[src/rtl/sclp_pkg.sv]
// shared constants, types and keyword list for the serial command line parser
package sclp_pkg;

    localparam int MAX_FIELDS    = 5;
    localparam int FIELD_CHARS   = 10;
    localparam int KEYWORD_COUNT = 17;
    localparam int LINE_CHARS    = 60;

    localparam int TABLE_SIZE  = 17;
    localparam int KW_N        = (KEYWORD_COUNT < TABLE_SIZE) ? KEYWORD_COUNT : TABLE_SIZE;
    localparam int KW_CHARS    = 4;
    localparam int CH_W        = 7;
    localparam int CODE_W      = 5;

    localparam int STORE_DEPTH = MAX_FIELDS * FIELD_CHARS;
    localparam int ADDR_W      = $clog2(STORE_DEPTH);
    localparam int FIELD_IDX_W = $clog2(MAX_FIELDS);
    localparam int FIELD_CNT_W = $clog2(MAX_FIELDS + 1);
    localparam int LEN_W       = $clog2(FIELD_CHARS + 1);
    localparam int CHAR_IDX_W  = $clog2(FIELD_CHARS);
    localparam int KEPT_W      = $clog2(LINE_CHARS + 1);
    localparam int CI_W        = $clog2(KW_CHARS);

    typedef struct packed {
        logic [2:0]               len;
        logic [KW_CHARS*CH_W-1:0] text;
    } kw_t;

    typedef struct packed {
        logic                     start;
        logic [LEN_W-1:0]         len;
        logic [KW_CHARS*CH_W-1:0] text;
    } match_req_t;

    typedef struct packed {
        logic              done;
        logic              found;
        logic [CODE_W-1:0] code;
    } match_rsp_t;

    function automatic logic [KW_CHARS*CH_W-1:0] pack4(
        input logic [7:0] c0, input logic [7:0] c1,
        input logic [7:0] c2, input logic [7:0] c3);
        return {c3[CH_W-1:0], c2[CH_W-1:0], c1[CH_W-1:0], c0[CH_W-1:0]};
    endfunction

    // command keywords, first character in the low bits
    function automatic kw_t kw_entry(input logic [CODE_W-1:0] idx);
        kw_t kw;
        case (idx)
            5'd0:    kw = '{len: 3'd4, text: pack4("s", "h", "o", "w")};
            5'd1:    kw = '{len: 3'd4, text: pack4("h", "e", "l", "p")};
            5'd2:    kw = '{len: 3'd3, text: pack4("s", "l", "b", 8'd0)};
            5'd3:    kw = '{len: 3'd3, text: pack4("g", "l", "b", 8'd0)};
            5'd4:    kw = '{len: 3'd4, text: pack4("s", "l", "b", "p")};
            5'd5:    kw = '{len: 3'd4, text: pack4("g", "l", "b", "p")};
            5'd6:    kw = '{len: 3'd3, text: pack4("s", "l", "c", 8'd0)};
            5'd7:    kw = '{len: 3'd3, text: pack4("g", "l", "c", 8'd0)};
            5'd8:    kw = '{len: 3'd4, text: pack4("s", "l", "c", "p")};
            5'd9:    kw = '{len: 3'd4, text: pack4("g", "l", "c", "p")};
            5'd10:   kw = '{len: 3'd4, text: pack4("s", "l", "e", "d")};
            5'd11:   kw = '{len: 3'd4, text: pack4("g", "l", "e", "d")};
            5'd12:   kw = '{len: 3'd4, text: pack4("s", "r", "t", "c")};
            5'd13:   kw = '{len: 3'd4, text: pack4("g", "t", "e", "m")};
            5'd14:   kw = '{len: 3'd4, text: pack4("g", "h", "u", "m")};
            5'd15:   kw = '{len: 3'd4, text: pack4("s", "m", "o", "d")};
            5'd16:   kw = '{len: 3'd4, text: pack4("g", "m", "o", "d")};
            default: kw = '{len: 3'd0, text: '0};
        endcase
        return kw;
    endfunction

    function automatic logic [ADDR_W-1:0] store_addr(
        input logic [FIELD_IDX_W-1:0] f, input logic [CHAR_IDX_W-1:0] c);
        return ADDR_W'(int'(f) * FIELD_CHARS + int'(c));
    endfunction

endpackage

[src/rtl/sclp_store.sv]
// field character store, one write and one registered read port
module sclp_store
    import sclp_pkg::*;
(
    input  logic              clk,
    input  logic              wr_en,
    input  logic [ADDR_W-1:0] wr_addr,
    input  logic [CH_W-1:0]   wr_data,
    input  logic              rd_en,
    input  logic [ADDR_W-1:0] rd_addr,
    output logic [CH_W-1:0]   rd_data
);

    logic [CH_W-1:0] mem_reg [STORE_DEPTH];
    logic [CH_W-1:0] rd_data_reg;

    always_ff @(posedge clk)
    begin
        if (wr_en)
        begin
            mem_reg[wr_addr] <= wr_data;
        end
    end

    always_ff @(posedge clk)
    begin
        if (rd_en)
        begin
            rd_data_reg <= mem_reg[rd_addr];
        end
    end

    assign rd_data = rd_data_reg;

endmodule

[src/rtl/sclp_kw_match.sv]
// keyword matcher: one keyword compared per cycle against the command field
module sclp_kw_match
    import sclp_pkg::*;
(
    input  logic       clk,
    input  logic       rst_n,
    input  match_req_t req,
    output match_rsp_t rsp
);

    logic              busy_reg, busy_next;
    logic              done_reg, done_next;
    logic              found_reg, found_next;
    logic [CODE_W-1:0] code_reg, code_next;
    logic [CODE_W-1:0] idx_reg, idx_next;
    logic [LEN_W-1:0]  len_reg, len_next;
    logic [KW_CHARS*CH_W-1:0] text_reg, text_next;

    kw_t  kw;
    logic hit;

    // shared compare unit
    always_comb
    begin
        logic [CH_W-1:0] ch;
        kw  = kw_entry(idx_reg);
        hit = (LEN_W'(kw.len) == len_reg) && (len_reg != '0);
        for (int k = 0; k < KW_CHARS; k++)
        begin
            ch = text_reg[k*CH_W +: CH_W];
            if (ch >= 7'd65 && ch <= 7'd90)
            begin
                ch = ch + 7'd32;
            end
            if (LEN_W'(k) < len_reg && ch != kw.text[k*CH_W +: CH_W])
            begin
                hit = 1'b0;
            end
        end
    end

    always_comb
    begin
        busy_next  = busy_reg;
        done_next  = 1'b0;
        found_next = found_reg;
        code_next  = code_reg;
        idx_next   = idx_reg;
        len_next   = len_reg;
        text_next  = text_reg;
        if (req.start)
        begin
            busy_next  = 1'b1;
            found_next = 1'b0;
            code_next  = '0;
            idx_next   = '0;
            len_next   = req.len;
            text_next  = req.text;
        end
        else if (busy_reg)
        begin
            if (hit)
            begin
                found_next = 1'b1;
                code_next  = idx_reg;
            end
            if (idx_reg == CODE_W'(KW_N - 1))
            begin
                busy_next = 1'b0;
                done_next = 1'b1;
            end
            else
            begin
                idx_next = idx_reg + 1'b1;
            end
        end
    end

    always_ff @(posedge clk or negedge rst_n)
    begin
        if (!rst_n)
        begin
            busy_reg  <= 1'b0;
            done_reg  <= 1'b0;
            found_reg <= 1'b0;
            code_reg  <= '0;
        end
        else
        begin
            busy_reg  <= busy_next;
            done_reg  <= done_next;
            found_reg <= found_next;
            code_reg  <= code_next;
        end
    end

    always_ff @(posedge clk)
    begin
        idx_reg  <= idx_next;
        len_reg  <= len_next;
        text_reg <= text_next;
    end

    assign rsp.done  = done_reg;
    assign rsp.found = found_reg;
    assign rsp.code  = code_reg;

endmodule

[src/rtl/serial_command_line_parser.sv]
// serial command line parser top level: line state, sequencer and result register
//
// usage
//   input channel (in_valid / in_ready / rx_byte) takes one received byte per item.
//   bytes 33 to 127 are kept, split at '=' and ',' into fields; other bytes are dropped.
//   an ordinary byte is taken and causes no result; in_ready stays high.
//   lf or cr ends the line: in_ready drops while the line is worked off.
//   the command field, when 1 to 4 chars long, is read back from the field store a char
//   at a time, then the keyword matcher checks one keyword a cycle up to the verdict item.
//   the verdict is followed by the parameter chars of fields 1 and up, each read
//   back through the field store read port, one field after the other.
//   last_of_run marks the final item of a line end; then the line state is cleared.
//   a stalled receiver holds the result register; the sequencer waits, nothing is lost.
//   the last result may still wait while new bytes of the next line are taken.
//   reset clears line state and the result valid flag; the field store needs no clear.
module serial_command_line_parser
    import sclp_pkg::*;
(
    input  logic             clk,
    input  logic             rst_n,
    input  logic             in_valid,
    output logic             in_ready,
    input  logic [7:0]       rx_byte,
    output logic             out_valid,
    input  logic             out_ready,
    output logic             result_kind,
    output logic [4:0]       command_code,
    output logic             parse_error,
    output logic [2:0]       field_number,
    output logic [6:0]       field_char,
    output logic             last_of_run
);

    localparam logic [2:0] ST_IDLE   = 3'd0;
    localparam logic [2:0] ST_CMDRD  = 3'd1;
    localparam logic [2:0] ST_CMDCAP = 3'd2;
    localparam logic [2:0] ST_MATCH  = 3'd3;
    localparam logic [2:0] ST_VERD   = 3'd4;
    localparam logic [2:0] ST_NEXT   = 3'd5;
    localparam logic [2:0] ST_CHAR   = 3'd6;

    localparam logic [7:0] CH_LF    = 8'd10;
    localparam logic [7:0] CH_CR    = 8'd13;
    localparam logic [7:0] CH_FIRST = 8'd33;
    localparam logic [7:0] CH_LAST  = 8'd127;
    localparam logic [7:0] CH_EQ    = 8'd61;
    localparam logic [7:0] CH_COMMA = 8'd44;

    localparam logic KIND_VERDICT = 1'b0;
    localparam logic KIND_CHAR    = 1'b1;

    logic [2:0]             state_reg, state_next;
    logic [LEN_W-1:0]       lens_reg [MAX_FIELDS];
    logic [LEN_W-1:0]       lens_next [MAX_FIELDS];
    logic [FIELD_CNT_W-1:0] cur_reg, cur_next;
    logic [KEPT_W-1:0]      kept_reg, kept_next;
    logic [CI_W-1:0]        ci_reg, ci_next;
    logic [FIELD_IDX_W-1:0] f_reg, f_next;
    logic [LEN_W-1:0]       c_reg, c_next;
    logic [KW_CHARS*CH_W-1:0] cmd_text_reg, cmd_text_next;

    // result register
    logic              out_valid_reg, out_valid_next;
    logic              kind_reg, kind_next;
    logic [CODE_W-1:0] code_reg, code_next;
    logic              err_reg, err_next;
    logic [2:0]        fnum_reg, fnum_next;
    logic [CH_W-1:0]   char_reg, char_next;
    logic              last_reg, last_next;

    logic              wr_en, rd_en;
    logic [ADDR_W-1:0] wr_addr, rd_addr;
    logic [CH_W-1:0]   rd_data;
    match_req_t        mreq;
    match_rsp_t        mrsp;

    logic                   out_free;
    logic [FIELD_IDX_W-1:0] cur_idx;
    logic                   any_param;
    logic                   later_any;

    assign out_free = !out_valid_reg || out_ready;
    assign cur_idx  = cur_reg[FIELD_IDX_W-1:0];
    assign in_ready = (state_reg == ST_IDLE);

    // does any parameter field (or any field after the current one) hold chars
    always_comb
    begin
        any_param = 1'b0;
        later_any = 1'b0;
        for (int g = 1; g < MAX_FIELDS; g++)
        begin
            if (lens_reg[g] != '0)
            begin
                any_param = 1'b1;
                if (FIELD_IDX_W'(g) > f_reg)
                begin
                    later_any = 1'b1;
                end
            end
        end
    end

    sclp_store u_store (
        .clk     (clk),
        .wr_en   (wr_en),
        .wr_addr (wr_addr),
        .wr_data (rx_byte[CH_W-1:0]),
        .rd_en   (rd_en),
        .rd_addr (rd_addr),
        .rd_data (rd_data)
    );

    sclp_kw_match u_match (
        .clk   (clk),
        .rst_n (rst_n),
        .req   (mreq),
        .rsp   (mrsp)
    );

    always_comb
    begin
        state_next     = state_reg;
        lens_next      = lens_reg;
        cur_next       = cur_reg;
        kept_next      = kept_reg;
        ci_next        = ci_reg;
        f_next         = f_reg;
        c_next         = c_reg;
        cmd_text_next  = cmd_text_reg;
        out_valid_next = out_valid_reg && !out_ready;
        kind_next      = kind_reg;
        code_next      = code_reg;
        err_next       = err_reg;
        fnum_next      = fnum_reg;
        char_next      = char_reg;
        last_next      = last_reg;
        wr_en          = 1'b0;
        wr_addr        = '0;
        rd_en          = 1'b0;
        rd_addr        = '0;
        mreq.start     = 1'b0;
        mreq.len       = lens_reg[0];
        mreq.text      = cmd_text_reg;

        unique case (state_reg)
            ST_IDLE:
            begin
                if (in_valid)
                begin
                    if (rx_byte == CH_LF || rx_byte == CH_CR)
                    begin
                        ci_next = '0;
                        if (lens_reg[0] != '0 && lens_reg[0] <= LEN_W'(KW_CHARS))
                        begin
                            state_next = ST_CMDRD;
                        end
                        else
                        begin
                            // command field cannot match any keyword
                            mreq.start = 1'b1;
                            state_next = ST_MATCH;
                        end
                    end
                    else if (rx_byte >= CH_FIRST && rx_byte <= CH_LAST
                             && kept_reg < KEPT_W'(LINE_CHARS))
                    begin
                        kept_next = kept_reg + 1'b1;
                        if (cur_reg < FIELD_CNT_W'(MAX_FIELDS))
                        begin
                            if (rx_byte == CH_EQ || rx_byte == CH_COMMA)
                            begin
                                cur_next = cur_reg + 1'b1;
                            end
                            else if (lens_reg[cur_idx] < LEN_W'(FIELD_CHARS))
                            begin
                                wr_en   = 1'b1;
                                wr_addr = store_addr(cur_idx,
                                                     lens_reg[cur_idx][CHAR_IDX_W-1:0]);
                                lens_next[cur_idx] = lens_reg[cur_idx] + 1'b1;
                            end
                        end
                    end
                end
            end
            ST_CMDRD:
            begin
                rd_en      = 1'b1;
                rd_addr    = store_addr('0, CHAR_IDX_W'(ci_reg));
                state_next = ST_CMDCAP;
            end
            ST_CMDCAP:
            begin
                cmd_text_next[ci_reg*CH_W +: CH_W] = rd_data;
                ci_next = ci_reg + 1'b1;
                if (LEN_W'(ci_reg) + LEN_W'(1) == lens_reg[0])
                begin
                    // hand over the text including the char captured now
                    mreq.start = 1'b1;
                    mreq.text  = cmd_text_next;
                    state_next = ST_MATCH;
                end
                else
                begin
                    state_next = ST_CMDRD;
                end
            end
            ST_MATCH:
            begin
                if (mrsp.done)
                begin
                    state_next = ST_VERD;
                end
            end
            ST_VERD:
            begin
                if (out_free)
                begin
                    out_valid_next = 1'b1;
                    kind_next      = KIND_VERDICT;
                    code_next      = mrsp.found ? mrsp.code : '0;
                    err_next       = !mrsp.found;
                    fnum_next      = '0;
                    char_next      = '0;
                    last_next      = !any_param;
                    f_next         = FIELD_IDX_W'(1);
                    c_next         = '0;
                    state_next     = ST_NEXT;
                end
            end
            ST_NEXT:
            begin
                if (c_reg < lens_reg[f_reg])
                begin
                    rd_en      = 1'b1;
                    rd_addr    = store_addr(f_reg, c_reg[CHAR_IDX_W-1:0]);
                    state_next = ST_CHAR;
                end
                else if (f_reg == FIELD_IDX_W'(MAX_FIELDS - 1))
                begin
                    // line done: clear line state
                    for (int g = 0; g < MAX_FIELDS; g++)
                    begin
                        lens_next[g] = '0;
                    end
                    cur_next   = '0;
                    kept_next  = '0;
                    state_next = ST_IDLE;
                end
                else
                begin
                    f_next = f_reg + 1'b1;
                    c_next = '0;
                end
            end
            ST_CHAR:
            begin
                if (out_free)
                begin
                    out_valid_next = 1'b1;
                    kind_next      = KIND_CHAR;
                    code_next      = '0;
                    err_next       = 1'b0;
                    fnum_next      = 3'(f_reg);
                    char_next      = rd_data;
                    last_next      = (c_reg + 1'b1 == lens_reg[f_reg]) && !later_any;
                    c_next         = c_reg + 1'b1;
                    state_next     = ST_NEXT;
                end
            end
            default:
            begin
                state_next = ST_IDLE;
            end
        endcase
    end

    always_ff @(posedge clk or negedge rst_n)
    begin
        if (!rst_n)
        begin
            state_reg     <= ST_IDLE;
            cur_reg       <= '0;
            kept_reg      <= '0;
            out_valid_reg <= 1'b0;
            for (int g = 0; g < MAX_FIELDS; g++)
            begin
                lens_reg[g] <= '0;
            end
        end
        else
        begin
            state_reg     <= state_next;
            cur_reg       <= cur_next;
            kept_reg      <= kept_next;
            out_valid_reg <= out_valid_next;
            lens_reg      <= lens_next;
        end
    end

    // payload and sequencer working registers
    always_ff @(posedge clk)
    begin
        ci_reg       <= ci_next;
        f_reg        <= f_next;
        c_reg        <= c_next;
        cmd_text_reg <= cmd_text_next;
        kind_reg     <= kind_next;
        code_reg     <= code_next;
        err_reg      <= err_next;
        fnum_reg     <= fnum_next;
        char_reg     <= char_next;
        last_reg     <= last_next;
    end

    assign out_valid    = out_valid_reg;
    assign result_kind  = kind_reg;
    assign command_code = code_reg;
    assign parse_error  = err_reg;
    assign field_number = fnum_reg;
    assign field_char   = char_reg;
    assign last_of_run  = last_reg;

`ifndef NO_ASSERTIONS
    // field pointer never runs past the field count
    assert property (@(posedge clk) disable iff (!rst_n)
        cur_reg <= FIELD_CNT_W'(MAX_FIELDS))
        else $error("field pointer out of range");

    // kept byte count stays within the line limit
    assert property (@(posedge clk) disable iff (!rst_n)
        kept_reg <= KEPT_W'(LINE_CHARS))
        else $error("kept count out of range");

    // a verdict is presented right after the verdict state loads it
    assert property (@(posedge clk) disable iff (!rst_n)
        (state_reg == ST_VERD && out_free) |=> (out_valid && result_kind == KIND_VERDICT))
        else $error("verdict not presented");

    // the matcher only reports while the sequencer waits for it
    assert property (@(posedge clk) disable iff (!rst_n)
        mrsp.done |-> (state_reg == ST_MATCH))
        else $error("matcher done outside match state");
`endif

endmodule

[config.mk]
export PLATFORM = sky130hd
export DESIGN_NAME = serial_command_line_parser
export DESIGN_NICKNAME = d
export VERILOG_FILES = /design/src/rtl/sclp_pkg.sv /design/src/rtl/sclp_store.sv /design/src/rtl/sclp_kw_match.sv /design/src/rtl/serial_command_line_parser.sv
export SDC_FILE = /design/constraint.sdc
export NUM_CORES = 1
export LEC_CHECK = 0
export BUFFER_PORTS_ARGS = -buffer_cell sky130_fd_sc_hd__buf_2
export CAP_MARGIN = 20
export CORE_ASPECT_RATIO = 0.8
export CORE_MARGIN = 8
export CORE_UTILIZATION = 33
export CTS_CLUSTER_SIZE = 20
export DETAILED_ROUTE_END_ITERATION = 16
export HOLD_SLACK_MARGIN = 0.02
export PLACE_DENSITY = 0.5
export SLEW_MARGIN = 20
export SYNTH_ARGS = -nofsm -noshare
export SYNTH_HDL_FRONTEND = slang
export SYNTH_SLANG_ARGS = --single-unit
[constraint.sdc]
create_clock -name clk -period 4.9 [get_ports clk]
set_input_delay 0.98 -clock clk [delete_from_list [all_inputs] [get_ports clk]]
set_output_delay 0.98 -clock clk [all_outputs]
set_load 0.005 [all_outputs]
==> flow_metrics.py, run 1 <==
metrics = {
    "status": {
        "outcome": "complete, no violations",
    },
    "synthesis": {
        "synth_nets": 1953,
        "synth_xor_area_share_pct": 1.93,
        "synthFlopType": "edfxtp_1",
        "yosys.area_share.adder_pct": 2.39,
        "postSynthCellCount": 1898,
        "netlist_area_sq_um": 23100,
        "synth_top_family_by_area": "simple AND/OR/NAND/NOR gates",
        "yosys.area_share.simple_pct": 14.2,
        "synth_seq_cells": 512,
        "yosysSeqAreaShare_pct": 64.4,
        "synth.avg_cell_area_sq_um": 12.2,
        "async_reset_ff_share_pct": 8.01,
        "synth_mux_area_share_pct": 2.37,
        "synth_cell_type_count": 96,
        "synth_edf_count": 444,
        "synth_compound_area_share_pct": 11.7,
        "yosysWarnings": 0,
    },
    "clock_tree": {
        "post_cts_resized": 0,
        "clkTransAtPathRegs_ps": 70,
        "clock_latency_ps": 650,
        "clock_path_buffers": 3,
        "cts_made_buffers": 55,
        "cts-root-buf": "clkbuf_16",
        "clkSinkCount": 512,
        "htree_levels": 2,
        "cts_tree": "built",
    },
    "place": {
        "place_area_sq_um": 24700,
        "io_buffers": 31,
        "dpl.cell_count": 2836,
        "dpl.hpwl_microns": 46600,
        "routabilityCongestion": 0.882,
    },
    "run": {
        "max-cap-violations": 0,
    },
    "power": {
        "p_seq_share_pct": 42.1,
        "p_leak_nw": 9.33,
        "intPower_mw": 8.98,
        "totalPowerFinal_mw": 13.4,
        "swShare_pct": 33.2,
        "vdd_drop_max_mv": 0.282,
        "combPwrFrac_pct": 25.3,
        "p_clk_share_pct": 32.6,
        "power_switching_mw": 4.46,
        "power.density_nw_per_um2": 503,
    },
    "sta": {
        "slew_violations": 0,
        "setup_violations": 0,
        "fin_crit_sh_pct": 92.6,
        "rsz0062_at_grt": "false",
        "hold_viol": 0,
        "worstMarginPinSlew_ps": 1080,
        "slew_headroom_pct": 26.8,
        "tns_ps": 0,
        "finalCriticalPeriod_ps": 4540,
        "fin_skew_ps": 39.9,
        "max_freq_mhz": 220,
        "holdWs_ps": 338,
    },
    "drt": {
        "dr.first_iter.drc_count": 1409,
        "drcViolationCount": 0,
        "vias": 15900,
        "ant_nets": 0,
        "vias_per_cell": 5.41,
        "drt-total-wl_microns": 68800,
        "post_drt_wl_per_cell_microns": 23.3,
        "firstDrtPassIters": 8,
    },
    "finish": {
        "final_cells": 2950,
        "area_delta_synth_final_pct": 15.4,
        "layout_common_cells": "edfxtp_1, nand2_1, nor2_1, o21ai_0, buf_4",
        "final_cell_area_sq_um": 26700,
        "final_common_cell": "edfxtp_1",
        "nets": 2023,
        "largest_reg_flops": 350,
        "drive_above_1_share_pct": 12.8,
        "n_fill_cell": 6658,
    },
    "global_routing": {
        "antenna_found_initial": 3,
        "track_usage_pct": 16.9,
        "grt_pass1_wl_microns": 102000,
        "grt_max_degree": 58,
        "grt.overflow.total": 0,
        "grt_pass1_vias": 15500,
    },
    "floorplan": {
        "start_util_pct": 33.1,
        "die_x_microns": 312,
        "rows": 87,
        "pin_count": 32,
        "fp.dieH_microns": 253,
        "coreArea_sq_um": 70000,
        "dieArea_sq_um": 78900,
    },
    "setup_path": {
        "r2r.worst_path.cells": 14,
        "cp.required_ps": 5280,
        "crit_start": "f_reg[0]$_SDFFCE_PN1P_",
        "reg2reg_slack_ps": 360,
        "critical_path.startpoint_type": "flip-flop",
        "timing.rr.start": "f_reg[0]$_SDFFCE_PN1P_",
        "cp-end-kind": "flip-flop",
        "critPathArrivalTime_ps": 4920,
        "r2r-end": "u_store.rd_data[2]$_DFFE_PP_",
        "path_max_fanout": 12,
        "crit_type": "flip-flop to flip-flop",
    },
    "hold_path": {
        "hold_path.class": "primary input to async pin",
    },
}
## how the worst max path moves through the flow
| stage | end | slack [ps] | cells past startpoint |
|---|---|---|---|
| after floorplan | u_store.rd_data[6]$_DFFE_PP_ | 760 | 16 |
| after global placement | u_store.rd_data[2]$_DFFE_PP_ | 60 | 14 |
| after detailed placement | u_store.rd_data[2]$_DFFE_PP_ | 80 | 14 |
| after CTS | u_store.rd_data[2]$_DFFE_PP_ | 70 | 14 |
| after global routing | u_store.mem_reg[13][4]$_DFFE_PP_ | 150 | 11 |
| final | u_store.rd_data[2]$_DFFE_PP_ | 360 | 14 |
## timing repair
| action | 4_1_cts | 5_1_grt |
|---|---|---|
| setup buffers | 0 | 9 |
| endpoints found under the setup margin | 0 | 3 |
| hold buffers | 0 | 0 |
## area by class of cell
class	count	area, sq um	area share [%]
tap	934	1170	4.38
clock buffer	70	1440	5.40
clock inverter	34	458	1.71
inverter	66	248	0.928
multi-input combinational	1223	7620	28.5
antenna	1	2.50	0.00937
timing repair buffer	110	863	3.23
sequential	512	14900	55.8
## power groups by stage
stage	Sequential [mW]	Combinational (mW)	Clock, mW
final	5.66	3.40	4.38
after floorplan	5.51	2.26	0
after CTS	5.66	3.34	4.47
after detailed placement	5.74	3.32	0
after global placement	5.74	3.28	0
after global routing	5.70	3.75	4.63
## cells in the mapped netlist (14+ instances only)
cell | instances | area [sq um]
nand2b_1 | 19 | 119
xnor2_1 | 28 | 245
nand2_1 | 250 | 938
buf_2 | 28 | 140
xor2_1 | 23 | 201
dfrtp_1 | 41 | 1030
o221ai_1 | 16 | 140
o21ai_0 | 120 | 601
mux2i_1 | 32 | 320
a31oi_1 | 28 | 175
clkbuf_1 | 56 | 210
inv_1 | 65 | 244
and3_1 | 43 | 269
nor2_1 | 140 | 526
nand3_1 | 66 | 330
nor3_1 | 61 | 305
o211ai_1 | 20 | 150
and2_1 | 19 | 119
dfxtp_1 | 27 | 541
ha_1 | 41 | 513
nand4_1 | 14 | 87.6
a211oi_1 | 46 | 345
a21oi_1 | 27 | 135
o22ai_1 | 17 | 106
or3_1 | 17 | 106
edfxtp_1 | 444 | 13300
## cell families after synthesis
| kind of cell | after synthesis |
|---|---|
| AO/OA/AOI/OAI | 392 |
| XOR/XNOR | 51 |
| buffers and inverters | 163 |
| AND/OR/NAND/NOR | 694 |
| multiplexers | 43 |
| flip-flops | 512 |
| adder cells (fa/ha/maj) | 43 |
## per-stage QoR
step                      worst slack, ps  utilization, %
after floorplan                       762               -
after global placement               62.7            35.3
after detailed placement             79.4            35.3
after CTS                            72.3            38.0
after global routing                  152            38.2
final                                 364            38.2
## routing by layer
layer,global-route usage [%],share of wire (%),vias up
li1,-,-,7281
met2,24.8,43,549
met4,4.10,1.9,0
met5,0,0,-
met1,25.3,48,8027
met3,3.67,7.8,91
## worst max-delay path, cell delays in order (launching register included)
cell and delay (ps):
edfxtp_1 490, mux4_2 540, and2_1 170, a31oi_1 220, ha_1 270, nor2b_1 160, o31ai_4 260, buf_12 180
buf_4 120, a21o_1 570, buf_4 230, o211ai_1 100, and4_1 230, a311oi_1 540, o21ai_1 160
Note: power is estimated with default switching activity, not from simulation.
==> inputs of run 2 (changes only) <==
--- a/config.mk
+++ b/config.mk
@@ -10,6 +10,7 @@
 export CORE_ASPECT_RATIO = 0.8
 export CORE_MARGIN = 8
 export CORE_UTILIZATION = 33
+export CTS_BUF_LIST = sky130_fd_sc_hd__clkbuf_4
 export CTS_CLUSTER_SIZE = 20
 export DETAILED_ROUTE_END_ITERATION = 16
 export HOLD_SLACK_MARGIN = 0.02
==> run 2 against run 1 <==
  * Sequential power barely moved
  * Setup slack improved by 62 ps
  * Critical path type unchanged
  * First-iteration DRC count fell by 5.1%
  * Maximum frequency rose by 1.4%
  * Largest cell class unchanged
  * Register-to-register slack improved by 60 ps
  * Sequential cell count did not move
  * Critical path depth rose by 2
  * Routed wire length rose by 1.2%
  * Design area fell by 0.54%
==> flow_metrics.py, run 2 (synthesis results as in run 1) <==
metrics = {
    "status": {
        "outcome": "complete, no violations",
    },
    "floorplan": {
        "coreArea_sq_um": 70000,
        "dieArea_sq_um": 78900,
        "die_x_microns": 312,
        "pin_count": 32,
        "start_util_pct": 33.1,
        "fp.dieH_microns": 253,
        "rows": 87,
    },
    "sta": {
        "setup_violations": 0,
        "finalCriticalPeriod_ps": 4470,
        "slew_headroom_pct": 29.1,
        "holdWs_ps": 426,
        "slew_violations": 0,
        "max_freq_mhz": 223,
        "rsz0062_at_grt": "false",
        "fin_skew_ps": 73.7,
        "tns_ps": 0,
        "worstMarginPinSlew_ps": 1050,
        "fin_crit_sh_pct": 91.3,
        "hold_viol": 0,
    },
    "place": {
        "routabilityCongestion": 0.882,
        "io_buffers": 31,
        "dpl.hpwl_microns": 46600,
    },
    "run": {
        "max-cap-violations": 0,
    },
    "clock_tree": {
        "clkSinkCount": 512,
        "clock_path_buffers": 3,
        "htree_levels": 4,
        "cts-root-buf": "clkbuf_4",
        "clock_latency_ps": 1010,
        "cts_made_buffers": 138,
        "clkTransAtPathRegs_ps": 70,
        "cts_tree": "built",
    },
    "setup_path": {
        "r2r.worst_path.cells": 16,
        "r2r-end": "u_store.rd_data[4]$_DFFE_PP_",
        "reg2reg_slack_ps": 430,
        "critPathArrivalTime_ps": 5160,
        "critical_path.startpoint_type": "flip-flop",
        "cp.required_ps": 5590,
        "crit_type": "flip-flop to flip-flop",
        "timing.rr.start": "f_reg[0]$_SDFFCE_PN1P_",
        "crit_start": "f_reg[0]$_SDFFCE_PN1P_",
        "path_max_fanout": 39,
        "cp-end-kind": "flip-flop",
    },
    "drt": {
        "ant_nets": 0,
        "post_drt_wl_per_cell_microns": 22.6,
        "dr.first_iter.drc_count": 1337,
        "vias": 16400,
        "vias_per_cell": 5.32,
        "firstDrtPassIters": 5,
        "drt-total-wl_microns": 69600,
        "drcViolationCount": 0,
    },
    "hold_path": {
        "worst_hold_path.endpoint": "u_store.mem_reg[22][6]$_DFFE_PP_",
        "min_path_cells": 1,
        "min_from": "rx_byte[6]",
        "hold_path.class": "primary input to flip-flop",
    },
    "global_routing": {
        "antenna_found_initial": 5,
        "grt_pass1_wl_microns": 104000,
        "grt_max_degree": 58,
        "track_usage_pct": 17.4,
        "grt.overflow.total": 0,
        "grt_pass1_vias": 16200,
    },
    "finish": {
        "nets": 2107,
        "area_delta_synth_final_pct": 14.8,
        "n_fill_cell": 6763,
        "largest_reg_flops": 350,
        "drive_above_1_share_pct": 18.2,
        "layout_common_cells": "edfxtp_1, nand2_1, clkbuf_4, nor2_1, o21ai_0",
        "final_common_cell": "edfxtp_1",
    },
    "power": {
        "p_leak_nw": 9.45,
        "power.density_nw_per_um2": 484,
        "vdd_drop_max_mv": 0.265,
    },
}
## run 2: cell count changes in the layout (fill, tap and decap cells not counted), sizes merged
| cell | delta |
|---|---|
| dlygate4sd3 | +1 |
| clkinvlp | -2 |
| clkinv | -1 |
| inv | +1 |
| diode | +9 |
| bufinv | -6 |
| clkbuf | +133 |
## run 2: worst max-delay path, stage by stage, from the launching register on
cell,delay [ps]
edfxtp_1,500
mux4_2,540
and2_1,180
a31oi_1,230
ha_1,270
nor2b_1,160
o31ai_4,270
buf_12,180
buf_4,170
a21boi_4,100
buf_12,210
buf_12,180
a211oi_1,270
a31oi_1,150
a211o_1,350
a31oi_1,300
a211oi_1,90
## run 2: metrics by stage
step | instance area [sq um] | setup WS (ps) | util, % | instances | total power, mW
2_1_floorplan | 23100 | 762 | - | 1898 | 7.77
3_3_place_gp | 24700 | 62.7 | 35.3 | 2836 | 9.02
3_5_place_dp | 24700 | 79.4 | 35.3 | 2836 | 9.06
4_1_cts | 26400 | 63.4 | 37.8 | 3065 | 12.9
5_1_grt | 26500 | 142 | 37.9 | 3080 | 13.6
6_report | 26600 | 426 | 37.9 | 3085 | 12.9
## run 2: worst max-delay path by stage
stage | to | depth (start not counted)
4_1_cts | u_store.rd_data[2]$_DFFE_PP_ | 14
3_3_place_gp | u_store.rd_data[2]$_DFFE_PP_ | 14
3_5_place_dp | u_store.rd_data[2]$_DFFE_PP_ | 14
2_1_floorplan | u_store.rd_data[6]$_DFFE_PP_ | 16
5_1_grt | u_store.mem_reg[13][4]$_DFFE_PP_ | 11
6_report | u_store.rd_data[4]$_DFFE_PP_ | 16
## run 2: final cells by class
| type | instances | area [sq um] | area share, % |
|---|---|---|---|
| Antenna cell | 10 | 25.0 | 0.0942 |
| Clock buffer | 203 | 1520 | 5.74 |
| Clock inverter | 26 | 199 | 0.749 |
| Inverter | 66 | 248 | 0.933 |
| Multi-Input combinational cell | 1223 | 7620 | 28.7 |
| Sequential cell | 512 | 14900 | 56.1 |
| Tap cell | 934 | 1170 | 4.40 |
| Timing Repair Buffer | 111 | 873 | 3.29 |
## run 2: report_power, final
part | switching (mW) | internal, mW | leakage [nW]
clock | 1.81 | 2.00 | 1.02
combinational | 2.20 | 1.20 | 3.64
sequential | 0.420 | 5.24 | 4.79
total | 4.43 | 8.44 | 9.45
## run 2: layer usage
layer / vias to the layer above / share of wire [%] / GRT usage (%)
li1: 7526 / - / -
met5: - / 0 / 0
met4: 0 / 2.2 / 5.98
met2: 562 / 43 / 25.2
met3: 119 / 7.6 / 4.68
met1: 8191 / 47 / 24.9
## run 2: what timing repair did
item	4_1_cts	5_1_grt
endpoints found under the setup margin	0	2
buffers inserted	0	9
hold buffers	0	1
endpoints found under the hold margin	0	37
resized for setup	0	0
==> inputs of run 3 (changes only) <==
--- a/config.mk
+++ b/config.mk
@@ -5,6 +5,7 @@
 export SDC_FILE = /design/constraint.sdc
 export NUM_CORES = 1
 export LEC_CHECK = 0
+export ABC_CLOCK_PERIOD_IN_PS = 4900
 export BUFFER_PORTS_ARGS = -buffer_cell sky130_fd_sc_hd__buf_2
 export CAP_MARGIN = 20
 export CORE_ASPECT_RATIO = 0.8
==> constraint.sdc (replaced) <==
create_clock -name clk -period 4.9 [get_ports clk]
set_input_delay 0.735 -clock clk [delete_from_list [all_inputs] [get_ports clk]]
set_output_delay 0.735 -clock clk [all_outputs]
set_load 0.005 [all_outputs]
==> run 3 against run 2 <==
  * Sequential share of layout area shrank 0.36 points
  * Sequential power barely moved
  * Combinational power is essentially flat
  * Critical path depth down 2
  * Largest cell class unchanged
  * Clock power about the same
  * Utilization rose by 0.25 points
  * Die area is the same
  * Setup slack improved by 74 ps
  * Critical endpoint is now u_store.rd_data[2]$_DFFE_PP_
  * Register-to-register slack gained 70 ps
  * Via count increased by 1.1%
  * First-iteration DRC count is 18% higher
==> flow_metrics.py, run 3 (synthesis results as in run 1) <==
metrics = {
    "sta": {
        "fin_skew_ps": 79.2,
        "max_freq_mhz": 227,
        "fin_crit_sh_pct": 89.8,
        "slew_violations": 0,
        "finalCriticalPeriod_ps": 4400,
        "hold_viol": 0,
        "setup_violations": 0,
        "holdWs_ps": 257,
        "tns_ps": 0,
        "worstMarginPinSlew_ps": 1070,
        "slew_headroom_pct": 27.5,
        "rsz0062_at_grt": "false",
    },
    "place": {
        "routabilityCongestion": 0.888,
        "io_buffers": 31,
        "dpl.hpwl_microns": 47200,
    },
    "floorplan": {
        "coreArea_sq_um": 70000,
        "start_util_pct": 33.1,
        "rows": 87,
        "fp.dieH_microns": 253,
        "die_x_microns": 312,
        "dieArea_sq_um": 78900,
        "pin_count": 32,
    },
    "finish": {
        "drive_above_1_share_pct": 18.3,
        "final_common_cell": "edfxtp_1",
        "area_delta_synth_final_pct": 15.5,
        "multi_input_area_sq_um": 7620,
        "layout_common_cells": "edfxtp_1, nand2_1, clkbuf_4, nor2_1, o21ai_0",
        "seq_area_sq_um": 14900,
        "largest_reg_flops": 350,
        "n_fill_cell": 6772,
        "nets": 2128,
    },
    "setup_path": {
        "critical_path.startpoint_type": "flip-flop",
        "path_cells": "mux4_2 -> and2_1 -> a31oi_1 -> ha_1 -> o21a_1 -> o31ai_4 -> buf_12 -> a21boi_4 -> buf_4 -> mux2i_1 -> a32oi_1 -> and4_1 -> a311oi_1 -> o21ai_1",
        "path_max_fanout": 13,
        "slowest_stage": "a311oi_1",
        "reg2reg_slack_ps": 500,
        "cp-end-kind": "flip-flop",
        "critPathArrivalTime_ps": 5150,
        "crit_start": "f_reg[0]$_SDFFCE_PN1P_",
        "crit_type": "flip-flop to flip-flop",
        "slowest_delay_ps": 540,
        "cp.required_ps": 5650,
        "timing.rr.start": "f_reg[0]$_SDFFCE_PN1P_",
    },
    "drt": {
        "dr.first_iter.drc_count": 1576,
        "wl_met2_microns": 30100,
        "drcViolationCount": 0,
        "wl_met3_microns": 5080,
        "firstDrtPassIters": 5,
        "vias": 16600,
        "ant_nets": 0,
        "topRoutingLayerUsed": "met4",
        "post_drt_wl_per_cell_microns": 22.6,
        "drt-total-wl_microns": 70600,
        "drt-met1-wl_microns": 33700,
        "vias_per_cell": 5.31,
    },
    "global_routing": {
        "grt.overflow.total": 0,
        "grt_pass1_wl_microns": 106000,
        "grt_max_degree": 58,
        "grt_pass1_vias": 16500,
        "antenna_found_initial": 4,
        "track_usage_pct": 17.7,
    },
    "run": {
        "max-cap-violations": 0,
    },
    "clock_tree": {
        "post_cts_resized": 0,
        "cts_tree": "built",
        "clkSinkCount": 512,
        "cts_made_buffers": 139,
        "clock_path_buffers": 3,
        "htree_levels": 4,
        "clock_latency_ps": 1020,
        "cts-root-buf": "clkbuf_4",
        "clkTransAtPathRegs_ps": 70,
    },
    "power": {
        "vdd_drop_max_mv": 0.180,
        "totalPowerFinal_mw": 12.8,
        "p_clk_share_pct": 29.6,
        "combPwrFrac_pct": 26.4,
        "p_seq_share_pct": 44.0,
        "power_switching_mw": 4.51,
        "intPower_mw": 8.32,
        "swShare_pct": 35.1,
        "power.density_nw_per_um2": 480,
        "p_leak_nw": 9.57,
    },
    "status": {
        "outcome": "complete, no violations",
    },
    "hold_path": {
        "hold_path.class": "primary input to async pin",
    },
}
[run 3: routing by layer]
metal / vias to the layer above / GRT usage (%)
met2: 664 / 25.3
met1: 8224 / 25.6
met4: 0 / 6.33
li1: 7571 / -
met5: - / 0
met3: 116 / 4.52
[run 3: layout make-up]
type,count,share of cell area [%]
Clock buffer,191,5.36
Timing Repair Buffer,131,3.87
Clock inverter,59,1.16
Sequential cell,512,55.7
Antenna cell,7,0.0655
Multi-Input combinational cell,1223,28.5
Inverter,66,0.927
Tap cell,934,4.37
[run 3: power groups by stage]
stage	Clock, mW	Combinational, mW	Sequential (mW)
floorplan	0	2.26	5.51
global placement	0	3.26	5.73
detailed placement	0	3.30	5.73
CTS	3.92	3.33	5.64
global route	4.15	3.70	5.69
finish	3.80	3.38	5.64
[run 3: worst paths after layout]
| path | end | depth (start not counted) |
|---|---|---|
| max | u_store.rd_data[2]$_DFFE_PP_ | 14 |
| min | lens_reg[19]$_DFFE_PN0P_ | 2 |
| max reg2reg | u_store.rd_data[2]$_DFFE_PP_ | 14 |
| max in group asynchronous | u_match.code_reg[2]$_DFFE_PN0P_ | 3 |
| min in group clk | kept_reg[0]$_DFFE_PN0P_ | 3 |
| min reg2reg | kept_reg[5]$_DFFE_PN0P_ | 2 |
[run 3: what timing repair did]
action	4_1_cts	5_1_grt
hold buffers	3	0
endpoints found under the hold margin	43	0
setup endpoints to repair	0	1
buffers inserted	0	4
[run 3: critical path: cells and delay by family (launching register included)]
kind                       cells  cell delay [ps]
adders and majority gates      1              310
DFF                            1              490
and+or+nand+nor                2              420
muxes                          2              770
buffers and inverters          2              410
AOI/OAI and AO/OA              7             1780
[run 3: through the flow]
stage / instance area, sq um / std cells / setup WS (ps) / utilization [%]
final: 26700 / 3123 / 500 / 38.2
after global routing: 26700 / 3122 / 279 / 38.2
after CTS: 26600 / 3110 / 46.1 / 38.0
after detailed placement: 24900 / 2857 / 17.4 / 35.5
after global placement: 24900 / 2857 / -10.3 / 35.5
after floorplan: 23100 / 1898 / 762 / -
